--- src/rtl/tccs_pkg.sv ---
`default_nettype none

package tccs_pkg;

    // Console geometry
    localparam int TEXT_COLUMNS = 28;
    localparam int TEXT_ROWS    = 8;
    localparam int SCREEN_WIDTH = 240;

    localparam int COL_W = 5;
    localparam int ROW_W = 3;

    localparam int CELL_W      = 8;
    localparam int CELL_H      = 16;
    localparam int MARK_X0     = 224;
    localparam int MARK_X1     = 239;
    localparam int MARK_INSET0 = 4;
    localparam int MARK_INSET1 = 11;

    // Operation queue between front and back
    localparam int Q_DEPTH = 4;
    localparam int Q_AW    = $clog2(Q_DEPTH);
    localparam int Q_CW    = $clog2(Q_DEPTH + 1);

    localparam int CFG_IDX_W = 1;
    localparam logic [CFG_IDX_W-1:0] CFG_TEXT_COLOR       = 1'b0;
    localparam logic [CFG_IDX_W-1:0] CFG_BACKGROUND_COLOR = 1'b1;

    localparam logic [7:0] CHAR_CR = 8'd13;
    localparam logic [7:0] CHAR_LF = 8'd10;

    typedef enum logic [1:0] {
        REQ_FORMAT  = 2'd0,
        REQ_LITERAL = 2'd1,
        REQ_RESET   = 2'd2
    } t_req;

    typedef enum logic [1:0] {
        CMD_FILL  = 2'd0,
        CMD_GLYPH = 2'd1,
        CMD_CLEAR = 2'd2
    } t_cmd;

    typedef enum logic [1:0] {
        STEP_ROW   = 2'd0,
        STEP_ERASE = 2'd1,
        STEP_MARK  = 2'd2,
        STEP_GLYPH = 2'd3
    } t_step;

    // One classified operation for the back end
    typedef struct packed {
        logic             clr;   // clear whole screen
        logic             prep;  // row must be prepared before the glyph
        logic [ROW_W-1:0] row;
        logic [COL_W-1:0] col;
        logic [7:0]       code;
    } t_op;

endpackage

`default_nettype wire

--- src/rtl/tccs_front.sv ---
`default_nettype none

module tccs_front (
    input  wire logic          i_clk,
    input  wire logic          i_rst_n,
    input  wire logic          i_push,
    input  wire logic [1:0]    i_req_type,
    input  wire logic [7:0]    i_char_code,
    input  wire logic          i_q_full,
    output tccs_pkg::t_op      o_op,
    output logic               o_op_valid
);

    logic [tccs_pkg::COL_W-1:0] r_col, n_col;
    logic [tccs_pkg::ROW_W-1:0] r_row, n_row;
    logic                       r_marker, n_marker;

    logic                       accept;
    logic                       is_char;
    logic [tccs_pkg::ROW_W-1:0] row_inc;
    logic [tccs_pkg::COL_W-1:0] col_inc;

    assign accept  = i_push && !i_q_full;
    assign row_inc = (r_row == tccs_pkg::ROW_W'(tccs_pkg::TEXT_ROWS - 1))
                   ? '0 : r_row + tccs_pkg::ROW_W'(1);
    assign col_inc = r_col + tccs_pkg::COL_W'(1);

    assign is_char = (i_req_type == tccs_pkg::REQ_LITERAL)
                  || ((i_req_type == tccs_pkg::REQ_FORMAT)
                      && (i_char_code != tccs_pkg::CHAR_CR)
                      && (i_char_code != tccs_pkg::CHAR_LF));

    always_comb begin
        n_col      = r_col;
        n_row      = r_row;
        n_marker   = r_marker;
        o_op_valid = 1'b0;
        o_op.clr   = 1'b0;
        o_op.prep  = !r_marker;
        o_op.row   = r_row;
        o_op.col   = r_col;
        o_op.code  = i_char_code;
        if (accept) begin
            if (i_req_type == tccs_pkg::REQ_RESET) begin
                o_op_valid = 1'b1;
                o_op.clr   = 1'b1;
                n_col      = '0;
                n_row      = '0;
                n_marker   = 1'b0;
            end else if (is_char) begin
                o_op_valid = 1'b1;
                n_marker   = 1'b1;
                n_col      = col_inc;
                // wrap to the next row
                if (col_inc == tccs_pkg::COL_W'(tccs_pkg::TEXT_COLUMNS)) begin
                    n_col    = '0;
                    n_row    = row_inc;
                    n_marker = 1'b0;
                end
            end else if (i_req_type == tccs_pkg::REQ_FORMAT) begin
                if (i_char_code == tccs_pkg::CHAR_CR) begin
                    n_col = '0;
                end else begin
                    n_row    = row_inc;
                    n_marker = 1'b0;
                end
            end
        end
    end

    always_ff @(posedge i_clk) begin
        if (!i_rst_n) begin
            r_col    <= '0;
            r_row    <= '0;
            r_marker <= 1'b0;
        end else begin
            r_col    <= n_col;
            r_row    <= n_row;
            r_marker <= n_marker;
        end
    end

endmodule

`default_nettype wire

--- src/rtl/tccs_queue.sv ---
`default_nettype none

module tccs_queue (
    input  wire logic          i_clk,
    input  wire logic          i_rst_n,
    input  wire logic          i_push,
    input  wire tccs_pkg::t_op i_op,
    output logic               o_full,
    input  wire logic          i_pop,
    output tccs_pkg::t_op      o_head,
    output logic               o_empty
);

    tccs_pkg::t_op               r_ent [tccs_pkg::Q_DEPTH];
    tccs_pkg::t_op               n_ent [tccs_pkg::Q_DEPTH];
    logic [tccs_pkg::Q_CW-1:0]   r_cnt, n_cnt;
    logic [tccs_pkg::Q_CW-1:0]   wr_pos;
    logic                        do_pop;

    assign o_full  = (r_cnt == tccs_pkg::Q_CW'(tccs_pkg::Q_DEPTH));
    assign o_empty = (r_cnt == '0);
    assign o_head  = r_ent[0];
    assign do_pop  = i_pop && !o_empty;
    assign wr_pos  = do_pop ? r_cnt - tccs_pkg::Q_CW'(1) : r_cnt;

    always_comb begin
        for (int i = 0; i < tccs_pkg::Q_DEPTH - 1; i++) begin
            n_ent[i] = do_pop ? r_ent[i + 1] : r_ent[i];
        end
        n_ent[tccs_pkg::Q_DEPTH - 1] = r_ent[tccs_pkg::Q_DEPTH - 1];
        if (i_push) begin
            n_ent[wr_pos[tccs_pkg::Q_AW-1:0]] = i_op;
        end
        n_cnt = r_cnt + tccs_pkg::Q_CW'(i_push) - tccs_pkg::Q_CW'(do_pop);
    end

    always_ff @(posedge i_clk) begin
        for (int i = 0; i < tccs_pkg::Q_DEPTH; i++) begin
            r_ent[i] <= n_ent[i];
        end
    end

    always_ff @(posedge i_clk) begin
        if (!i_rst_n) begin
            r_cnt <= '0;
        end else begin
            r_cnt <= n_cnt;
        end
    end

endmodule

`default_nettype wire

--- src/rtl/tccs_back.sv ---
`default_nettype none

module tccs_back (
    input  wire logic                           i_clk,
    input  wire logic                           i_rst_n,
    input  wire logic                           i_cfg_we,
    input  wire logic [tccs_pkg::CFG_IDX_W-1:0] i_cfg_index,
    input  wire logic [15:0]                    i_cfg_data,
    input  wire tccs_pkg::t_op                  i_head,
    input  wire logic                           i_q_empty,
    output logic                                o_q_pop,
    input  wire logic                           i_pop,
    output logic                                o_empty,
    output logic [1:0]                          o_cmd_kind,
    output logic [7:0]                          o_x_start,
    output logic [7:0]                          o_y_start,
    output logic [7:0]                          o_x_end,
    output logic [7:0]                          o_y_end,
    output logic [15:0]                         o_draw_color,
    output logic [7:0]                          o_glyph_code,
    output logic                                o_last
);

    logic [15:0] r_text_color;
    logic [15:0] r_bg_color;

    tccs_pkg::t_step r_step, n_step, cur_step;

    logic        r_out_valid;
    logic        can_load;
    logic        fire;
    logic        final_cmd;
    logic [7:0]  y_row;
    logic [7:0]  y_prev;
    logic [7:0]  x_col;
    logic [tccs_pkg::ROW_W-1:0] prev_row;

    tccs_pkg::t_cmd c_kind;
    logic [7:0]     c_xs, c_ys, c_xe, c_ye, c_glyph;
    logic [15:0]    c_color;

    always_ff @(posedge i_clk) begin
        if (!i_rst_n) begin
            r_text_color <= 16'hFFFF;
            r_bg_color   <= 16'h0000;
        end else if (i_cfg_we) begin
            if (i_cfg_index == tccs_pkg::CFG_TEXT_COLOR) begin
                r_text_color <= i_cfg_data;
            end
            if (i_cfg_index == tccs_pkg::CFG_BACKGROUND_COLOR) begin
                r_bg_color <= i_cfg_data;
            end
        end
    end

    assign can_load = !r_out_valid || i_pop;
    assign fire     = !i_q_empty && can_load;
    assign o_q_pop  = fire && final_cmd;

    // skip row preparation when the row is already set up
    assign cur_step  = (i_head.prep || i_head.clr) ? r_step : tccs_pkg::STEP_GLYPH;
    assign final_cmd = i_head.clr || (cur_step == tccs_pkg::STEP_GLYPH);

    assign prev_row = (i_head.row == '0) ? tccs_pkg::ROW_W'(tccs_pkg::TEXT_ROWS - 1)
                                         : i_head.row - tccs_pkg::ROW_W'(1);
    assign y_row    = 8'(32'(i_head.row) * tccs_pkg::CELL_H);
    assign y_prev   = 8'(32'(prev_row) * tccs_pkg::CELL_H);
    assign x_col    = 8'(32'(i_head.col) * tccs_pkg::CELL_W);

    // next step
    always_comb begin
        n_step = r_step;
        if (fire) begin
            if (final_cmd) begin
                n_step = tccs_pkg::STEP_ROW;
            end else begin
                unique case (cur_step)
                    tccs_pkg::STEP_ROW:   n_step = tccs_pkg::STEP_ERASE;
                    tccs_pkg::STEP_ERASE: n_step = tccs_pkg::STEP_MARK;
                    tccs_pkg::STEP_MARK:  n_step = tccs_pkg::STEP_GLYPH;
                    default:              n_step = tccs_pkg::STEP_ROW;
                endcase
            end
        end
    end

    // command for the current step
    always_comb begin
        c_kind  = tccs_pkg::CMD_FILL;
        c_xs    = '0;
        c_ys    = '0;
        c_xe    = '0;
        c_ye    = '0;
        c_color = r_bg_color;
        c_glyph = '0;
        if (i_head.clr) begin
            c_kind = tccs_pkg::CMD_CLEAR;
        end else begin
            unique case (cur_step)
                tccs_pkg::STEP_ROW: begin
                    c_ys = y_row;
                    c_xe = 8'(tccs_pkg::SCREEN_WIDTH - 1);
                    c_ye = y_row + 8'(tccs_pkg::CELL_H);
                end
                tccs_pkg::STEP_ERASE: begin
                    c_xs = 8'(tccs_pkg::MARK_X0);
                    c_ys = y_prev;
                    c_xe = 8'(tccs_pkg::MARK_X1);
                    c_ye = y_prev + 8'(tccs_pkg::CELL_H);
                end
                tccs_pkg::STEP_MARK: begin
                    c_xs    = 8'(tccs_pkg::MARK_X0 + tccs_pkg::MARK_INSET0);
                    c_ys    = y_row + 8'(tccs_pkg::MARK_INSET0);
                    c_xe    = 8'(tccs_pkg::MARK_X0 + tccs_pkg::MARK_INSET1);
                    c_ye    = y_row + 8'(tccs_pkg::MARK_INSET1);
                    c_color = r_text_color;
                end
                tccs_pkg::STEP_GLYPH: begin
                    c_kind  = tccs_pkg::CMD_GLYPH;
                    c_xs    = x_col;
                    c_ys    = y_row;
                    c_color = r_text_color;
                    c_glyph = i_head.code;
                end
                default: begin
                    c_kind = tccs_pkg::CMD_FILL;
                end
            endcase
        end
    end

    always_ff @(posedge i_clk) begin
        if (!i_rst_n) begin
            r_step      <= tccs_pkg::STEP_ROW;
            r_out_valid <= 1'b0;
        end else begin
            r_step <= n_step;
            if (can_load) begin
                r_out_valid <= fire;
            end
        end
    end

    // result register: hold while the consumer stalls
    always_ff @(posedge i_clk) begin
        if (fire) begin
            o_cmd_kind   <= c_kind;
            o_x_start    <= c_xs;
            o_y_start    <= c_ys;
            o_x_end      <= c_xe;
            o_y_end      <= c_ye;
            o_draw_color <= c_color;
            o_glyph_code <= c_glyph;
            o_last       <= final_cmd;
        end
    end

    assign o_empty = !r_out_valid;

endmodule

`default_nettype wire

--- src/rtl/text_console_cursor_sequencer.sv ---
`default_nettype none

// Text console cursor sequencer: turns a character stream into draw commands for a
// 28 x 8 console of 8x16 cells. The front end takes one transaction per cycle while its
// four-entry operation queue has room; carriage return and line feed update the cursor
// there and produce no command, and unused request types are ignored. The back end loads
// one command per cycle into its result register unless the consumer stalls: a character
// that opens a new row gives four commands (row clear, previous marker erase, marker draw,
// glyph), other characters and console resets give one. Sustained throughput is set by the
// back-end command rate. Color registers must only be written while the block is idle.
module text_console_cursor_sequencer (
    input  wire logic                           i_clk,
    input  wire logic                           i_rst_n,
    input  wire logic                           i_cfg_we,
    input  wire logic [tccs_pkg::CFG_IDX_W-1:0] i_cfg_index,
    input  wire logic [15:0]                    i_cfg_data,
    input  wire logic                           push,
    output logic                                full,
    input  wire logic [1:0]                     i_req_type,
    input  wire logic [7:0]                     i_char_code,
    output logic                                empty,
    input  wire logic                           pop,
    output logic [1:0]                          o_cmd_kind,
    output logic [7:0]                          o_x_start,
    output logic [7:0]                          o_y_start,
    output logic [7:0]                          o_x_end,
    output logic [7:0]                          o_y_end,
    output logic [15:0]                         o_draw_color,
    output logic [7:0]                          o_glyph_code,
    output logic                                o_last
);

    tccs_pkg::t_op op_in;
    tccs_pkg::t_op op_head;
    logic          op_valid;
    logic          q_full;
    logic          q_empty;
    logic          q_pop;

    assign full = q_full;

    tccs_front u_front (
        .i_clk       (i_clk),
        .i_rst_n     (i_rst_n),
        .i_push      (push),
        .i_req_type  (i_req_type),
        .i_char_code (i_char_code),
        .i_q_full    (q_full),
        .o_op        (op_in),
        .o_op_valid  (op_valid)
    );

    tccs_queue u_queue (
        .i_clk   (i_clk),
        .i_rst_n (i_rst_n),
        .i_push  (op_valid),
        .i_op    (op_in),
        .o_full  (q_full),
        .i_pop   (q_pop),
        .o_head  (op_head),
        .o_empty (q_empty)
    );

    tccs_back u_back (
        .i_clk        (i_clk),
        .i_rst_n      (i_rst_n),
        .i_cfg_we     (i_cfg_we),
        .i_cfg_index  (i_cfg_index),
        .i_cfg_data   (i_cfg_data),
        .i_head       (op_head),
        .i_q_empty    (q_empty),
        .o_q_pop      (q_pop),
        .i_pop        (pop),
        .o_empty      (empty),
        .o_cmd_kind   (o_cmd_kind),
        .o_x_start    (o_x_start),
        .o_y_start    (o_y_start),
        .o_x_end      (o_x_end),
        .o_y_end      (o_y_end),
        .o_draw_color (o_draw_color),
        .o_glyph_code (o_glyph_code),
        .o_last       (o_last)
    );

    a_no_push_when_full: assert property (@(posedge i_clk) disable iff (!i_rst_n)
        !(op_valid && q_full))
        else $error("operation queued while queue full");

    a_no_pop_when_empty: assert property (@(posedge i_clk) disable iff (!i_rst_n)
        !(q_pop && q_empty))
        else $error("operation retired from empty queue");

    a_fill_not_last: assert property (@(posedge i_clk) disable iff (!i_rst_n)
        (!empty && o_cmd_kind == tccs_pkg::CMD_FILL) |-> !o_last)
        else $error("fill command marked last");

    a_glyph_clear_last: assert property (@(posedge i_clk) disable iff (!i_rst_n)
        (!empty && (o_cmd_kind == tccs_pkg::CMD_GLYPH || o_cmd_kind == tccs_pkg::CMD_CLEAR))
        |-> o_last)
        else $error("final command not marked last");

endmodule

`default_nettype wire
--- config.mk ---
export PLATFORM = sky130hd
export DESIGN_NAME = text_console_cursor_sequencer
export DESIGN_NICKNAME = d
export VERILOG_FILES = /design/src/rtl/tccs_pkg.sv /design/src/rtl/tccs_front.sv /design/src/rtl/tccs_queue.sv /design/src/rtl/tccs_back.sv /design/src/rtl/text_console_cursor_sequencer.sv
export SDC_FILE = /design/constraint.sdc
export NUM_CORES = 1
export LEC_CHECK = 0
export ABC_AREA = 1
export BUFFER_PORTS_ARGS = -buffer_cell sky130_fd_sc_hd__buf_2
export CORE_UTILIZATION = 40
export CTS_BUF_LIST = sky130_fd_sc_hd__clkbuf_2
export CTS_CLUSTER_SIZE = 14
export DETAILED_ROUTE_END_ITERATION = 8
export REMOVE_ABC_BUFFERS = 1
export SLEW_MARGIN = 20
export SYNTH_ARGS = -nofsm -noshare
export SYNTH_HDL_FRONTEND = slang
export SYNTH_SLANG_ARGS = --single-unit
--- constraint.sdc ---
create_clock -name i_clk -period 12.3 [get_ports i_clk]
set_input_delay 2.46 -clock i_clk [delete_from_list [all_inputs] [get_ports i_clk]]
set_output_delay 2.46 -clock i_clk [all_outputs]
set_load 0.02 [all_outputs]
==> results of run 1 <==
report_power, final:
| part | switching, mW | internal, mW | total [mW] | leakage, nW |
|---|---|---|---|---|
| Sequential | 0.0706 | 0.777 | 0.847 | 1.41 |
| Clock | 0.206 | 0.0803 | 0.287 | 0.140 |
| Combinational | 0.820 | 0.329 | 1.15 | 2.42 |
kinds of logic (layout without fill, tap and decap cells):
family / after synthesis / after routing
buf+inv: 133 / 196
fa+ha+maj: 14 / 14
compound gates: 118 / 118
simple gates: 573 / 573
flops: 161 / 161
xor+xnor: 1 / 1
other cells: 1 / 9
through the flow:
stage	util (%)	power, mW	setup slack (ps)	instance area (µm²)
after detailed placement	43.7	2.01	6550	7990
after global placement	43.7	1.99	6610	7990
after global routing	45.0	2.49	7160	8230
final	45.0	2.28	7340	8230
after floorplan	-	1.68	6630	7250
after CTS	45.0	2.30	7390	8220
worst min-delay path: cells and delay by family (launching register included):
| family | cells | cell delay, ps |
|---|---|---|
| AOI/OAI and AO/OA | 1 | 50 |
| buffers and inverters | 1 | 50 |
| DFF | 1 | 360 |
area by class of cell:
cell class / count / area (µm²) / share of cell area [%]
Antenna cell: 1 / 2.50 / 0.0304
Clock buffer: 17 / 85.1 / 1.03
Clock inverter: 15 / 151 / 1.84
Inverter: 77 / 299 / 3.63
Multi-Input combinational cell: 714 / 3140 / 38.1
Sequential cell: 161 / 3820 / 46.5
Tap cell: 229 / 287 / 3.48
Timing Repair Buffer: 87 / 443 / 5.38
layout by cell type (no fill, tap or decap), types with 2 or more instances in the layout:
master and count:
inv_6 5, ha_1 13, edfxtp_1 60, conb_1 8
nand2_1 455, a21oi_1 21, clkinvlp_4 2, inv_8 2
nand2_4 5, buf_4 3, o21ai_1 15, nand3_1 34
inv_2 4, o21ai_0 77, nand4_1 4, clkbuf_2 17
buf_2 84, nand2_2 4, inv_4 2, inv_1 70
nor2_1 64, dfxtp_1 101, clkinv_4 5
worst max-delay path by stage:
stage                                  end  depth (start not counted)  start  slack, ps
6_report       u_queue.r_cnt[2]$_SDFF_PN0_                         13    pop       7340
5_1_grt        u_queue.r_cnt[2]$_SDFF_PN0_                         13    pop       7160
4_1_cts        u_queue.r_cnt[2]$_SDFF_PN0_                         13    pop       7390
2_1_floorplan                         flop                          8    pop       6630
3_5_place_dp   u_queue.r_cnt[2]$_SDFF_PN0_                         13    pop       6550
3_3_place_gp   u_queue.r_cnt[2]$_SDFF_PN0_                         13    pop       6610
Yosys cell counts (all sizes together):
| cell | n |
|---|---|
| nand2 | 465 |
| dfxtp | 101 |
| o21ai | 92 |
| inv | 76 |
| nor2 | 66 |
| edfxtp | 60 |
| buf | 49 |
| nand3 | 35 |
| a21oi | 22 |
| ha | 13 |
| clkbuf | 7 |
| nand4 | 4 |
| nor3 | 2 |
| a31oi | 1 |
| clkinv | 1 |
| conb | 1 |
| fa | 1 |
| o211ai | 1 |
| o31ai | 1 |
| o32ai | 1 |
| or2 | 1 |
| xor2 | 1 |
metal layers:
layer	track usage [%]	vias up
met3	3.51	20
met2	30.4	134
li1	-	3246
met5	0	-
met4	6.36	0
met1	24.0	2798
==> reports/qor.yml, run 1 <==
outcome: "completed"
grt_pass1_vias: 5682
min_period_ps: 4960
wl_met3_um: 727
finalMaxSlewViolations: 0
drive_gt1_share_pct: 13.3
synth_cells: 1001
clock_path_buffers: 2
die_h_um: 140
finalHoldViolations: 0
die_area_um2: 19500
synth_xor_xnor_area_share_pct: 0.116
cp_num_buf_inv: 5
nFillCells: 1857
ir_drop_uv: 122
instances_no_fill: 1301
io_buffers: 84
worstPathArrival_ps: 5640
leakage_nw: 3.98
synth_compound_area_share_pct: 7.98
seq_area_frac_synth_pct: 50.5
crit_slowest_cell: "ha_1"
crit_chain: "buf_2 -> inv_1 -> nand2_1 -> nand2_2 -> clkinv_4 -> nand2_8 -> inv_4 -> ha_1 -> inv_1 -> ha_1 -> fa_1 -> or2_2 -> a21oi_1"
grt_pass1_wl_mm: 28.1
tightest_slew_ps: 827
cts_tree: "done"
fin_setup_tns_ps: 0
antenna_found_initial: 1
die_w_um: 140
ys_types: 35
r2r_end: "u_queue.r_cnt[2]$_SDFF_PN0_"
clock_latency_ps: 750
gr-usage-all-layers_pct: 18.4
synth_top_area_share_pct: 26.7
ys_ff_latch: 161
clkTransAtPathRegs_ps: 260
gp_congestion: 0.828
cts-htree-levels: 4
yosysWarnings: 0
rows: 49
synth_area_um2: 7570
r2r_start: "u_queue.r_ent[0][17]$_DFF_P_"
via_per_inst: 4.76
power_density_nw_per_um2: 278
synthTopCellsByArea: "dfxtp_1, edfxtp_1, nand2_1, o21ai_0, inv_1"
ant_nets: 0
syn_avg_cell_area_um2: 7.56
postCtsSetupRepairBufs: 0
critPathTopFamily: "adder cells"
vias: 6198
initial_core_util_pct: 41.4
ff2ff_path_depth: 14
required_ps: 12990
min_to: "u_back.r_bg_color[11]$_SDFFE_PN0P_"
synthAdderAreaFrac_pct: 2.41
maxCapViolations: 0
skew_ps: 25.7
highest_layer: "met4"
synth_top_cell_by_area: "dfxtp_1"
nNetsFinal: 1104
whs_path_depth: 2
maxSlewHeadroom_pct: 44.8
fin_crit_sh_pct: 40.3
core_area_um2: 18300
placedCellCount: 1268
end_kind: "flop"
wl_met2_mm: 8.03
crit_path_start_kind: "input port"
hold_start: "u_back.r_bg_color[11]$_SDFFE_PN0P_"
min_path_type: "flop to flop"
cts_buffers: 17
setup_violations: 0
grt_max_degree: 69
drcViolationCount: 0
postRouteWirelength_mm: 17.2
ctsResizeCount: 0
wl_met1_mm: 8.20
yosys.area_share.simple_pct: 30.5
holdWs_ps: 468
dp_hpwl_mm: 10.7
drt_iter0_markers: 458
ioPinCount: 93
ff2ff_setup_slack_ps: 7940
max_freq_ghz: 0.202
clock_sinks: 161
synth_mux_area_share_pct: 0
slowest_delay_ps: 550
rsz0062_at_grt: "false"
synth_top_family_by_area: "simple AND/OR/NAND/NOR gates"
first_pass_iters: 5
worstSetupPathType: "input port to flop"
area_growth_pct: 8.70
path_max_fanout: 68
hold_buffers: 0
post_drt_wl_per_cell_um: 13.2
grt_overflow_total: 0
cts_root_buf: "clkbuf_2"
Note: power is estimated with default switching activity, not from simulation.
==> run 2, diff against run 1 <==
ABC_AREA = 0   (was 1)
clock period = 4.85 ns   (was 12.3 ns; I/O delays follow)
==> run 2 against run 1 <==
Compared with the run above: total power grew 110%; area after synthesis shrank 8.7%; global-route usage shrank 1.5 points; cell area fell by 7.3%; largest cell class unchanged; wire length shrank 18%; first-iteration DRC count shrank 31%; hold slack got worse by 5.4 ps; register-to-register slack lost 6700 ps.
==> reports/qor.yml, run 2 <==
outcome: "completed"
gr-usage-all-layers_pct: 16.8
post_drt_wl_per_cell_um: 14.7
ys_ff_latch: 161
nFillCells: 1593
hold_buffers: 0
synth-main-ff-cell: "dfxtp_1"
finalHoldViolations: 0
cts_tree: "done"
syn_avg_cell_area_um2: 10.5
min_period_ps: 3630
postCtsSetupRepairBufs: 0
die_area_um2: 17800
multi_input_area_um2: 2770
cts_root_buf: "clkbuf_2"
core_area_um2: 16700
drt_iter0_markers: 316
r2r_end: "u_queue.r_ent[2][16]$_DFF_P_"
ioPinCount: 93
synth_edf_count: 60
setup_violations: 0
fin_crit_sh_pct: 74.9
path_max_fanout: 22
drcViolationCount: 0
final_util_pct: 45.7
synthArstFlopShare_pct: 0
clkTransAtPathRegs_ps: 230
ir_drop_uv: 269
crit_top_cell: "ha_1"
drive_gt1_share_pct: 20.6
nNetsFinal: 776
max_freq_ghz: 0.275
die_w_um: 133
final_cell_mix: "nand2_1, dfxtp_1, buf_2"
required_ps: 5460
clock_path_buffers: 2
cts-htree-levels: 4
grt_pass1_wl_mm: 23.4
finalMaxSlewViolations: 0
grt_pass1_vias: 4673
clock_latency_ps: 700
worstPathArrival_ps: 4250
postRouteWirelength_mm: 14.2
grt_max_degree: 54
via_per_inst: 5.02
io_buffers: 84
synthTopCellsByArea: "dfxtp_1, edfxtp_1, mux2i_1, nand2_1, mux2_2"
antenna_found_initial: 2
power.total_mw: 4.86
ys_top_cells_by_count: "nand2_1, dfxtp_1, edfxtp_1"
cp-startpoint: "u_queue.r_ent[0][17]$_DFF_P_"
leakage_nw: 2.97
worstSetupPathType: "flop to flop"
crit_chain: "nor2_1 -> or2_2 -> ha_1 -> or2_1 -> inv_2 -> nor2_4 -> ha_1 -> nand4_1 -> a211oi_4 -> buf_4 -> o21ai_0"
synth_top_area_share_pct: 29.3
seq_area_frac_synth_pct: 55.3
crit_path_start_kind: "flop"
slowest_delay_ps: 620
gp_congestion: 0.797
vias: 4843
ys_types: 54
clock_sinks: 161
tightest_slew_ps: 1100
min_path_type: "input port to flop"
rsz0062_at_grt: "false"
area.sequential_um2: 3820
ctsResizeCount: 0
maxCapViolations: 0
first_pass_iters: 5
yosysWarnings: 0
ant_nets: 0
area_growth_pct: 10.4
dp_hpwl_mm: 9.72
endpoint: "u_queue.r_ent[2][16]$_DFF_P_"
power_density_nw_per_um2: 637
synth_area_um2: 6910
crit_slowest_cell: "dfxtp_1"
synth_cells: 660
fin_setup_tns_ps: 0
skew_ps: 24.5
synth_top_cell_by_area: "dfxtp_1"
mostFrequentLayoutCell: "nand2_1"
ff2ff_path_depth: 11
r2r_start: "u_queue.r_ent[0][17]$_DFF_P_"
cts_buffers: 17
grt_overflow_total: 0
ff2ff_setup_slack_ps: 1220
yosysMostFrequentCell: "nand2_1"
maxSlewHeadroom_pct: 26.2
initial_core_util_pct: 41.4
end_kind: "flop"
die_h_um: 133
holdWs_ps: 463
rows: 47
run 2: cell count changes after synthesis, moves of 14 or more:
cell	change
a21boi_0	+19
a21oi_1	-14
and2_1	+14
buf_2	-17
inv_1	-53
mux2_2	+17
mux2i_1	+58
nand2_1	-321
nor2_1	-46
o21ai_0	-41
run 2: cell families (layout without fill, tap and decap cells):
family,Yosys count,in the layout,share of synthesized area (%)
AO/OA/AOI/OAI,108,108,9.82
XOR/XNOR,3,3,0.380
adder cells (fa/ha/maj),14,14,2.64
buffers and inverters,68,144,5.25
flip-flops,161,161,55.3
multiplexers,75,75,11.2
other,1,10,0.0543
AND/OR/NAND/NOR,230,230,15.3
run 2: per-layer routing:
metal / GRT usage, % / vias to the layer above / part of all wire [%]
met5: 0 / - / 0
met4: 5.81 / 0 / 1.6
met3: 4.19 / 18 / 3.5
met2: 28.6 / 88 / 50
met1: 20.8 / 2324 / 44
li1: - / 2413 / -
run 2: critical path, delay by kind of cell (launching register included):
kind / cells / cell delay, ps
simple gates: 5 / 1080
compound gates: 2 / 720
flops: 1 / 620
buf+inv: 2 / 500
fa+ha+maj: 2 / 620
run 2: per-stage QoR:
step,instances,instance area [µm²],setup slack (ps)
floorplan,617,6640,-52.1
global placement,931,7430,1260
detailed placement,931,7430,1210
CTS,963,7620,1170
global route,965,7630,975
finish,965,7630,1220
run 2: how the worst min path moves through the flow:
stage,startpoint,to,depth (start not counted)
after floorplan,u_back.r_text_color[0]$_SDFFE_PN1P_,u_back.r_text_color[0]$_SDFFE_PN1P_,2
after global placement,u_back.r_text_color[0]$_SDFFE_PN1P_,u_back.r_text_color[0]$_SDFFE_PN1P_,2
after detailed placement,u_back.r_text_color[14]$_SDFFE_PN1P_,u_back.r_text_color[14]$_SDFFE_PN1P_,2
after CTS,i_char_code[7],flop,1
after global routing,i_char_code[7],flop,1
final,i_char_code[7],flop,1
run 2: power by group:
part           internal, mW  switching [mW]  leakage (nW)  total (mW)
sequential             1.97           0.204          1.42        2.17
combinational         0.775            1.30          1.43        2.07
clock                 0.174           0.442         0.120       0.617
run 2: final cells by class:
class	count	area share, %
Multi-Input combinational cell	438	36.3
Inverter	18	0.886
Antenna cell	2	0.0656
Clock inverter	14	1.30
Sequential cell	161	50.1
Timing Repair Buffer	94	6.50
Tap cell	220	3.61
Clock buffer	18	1.18
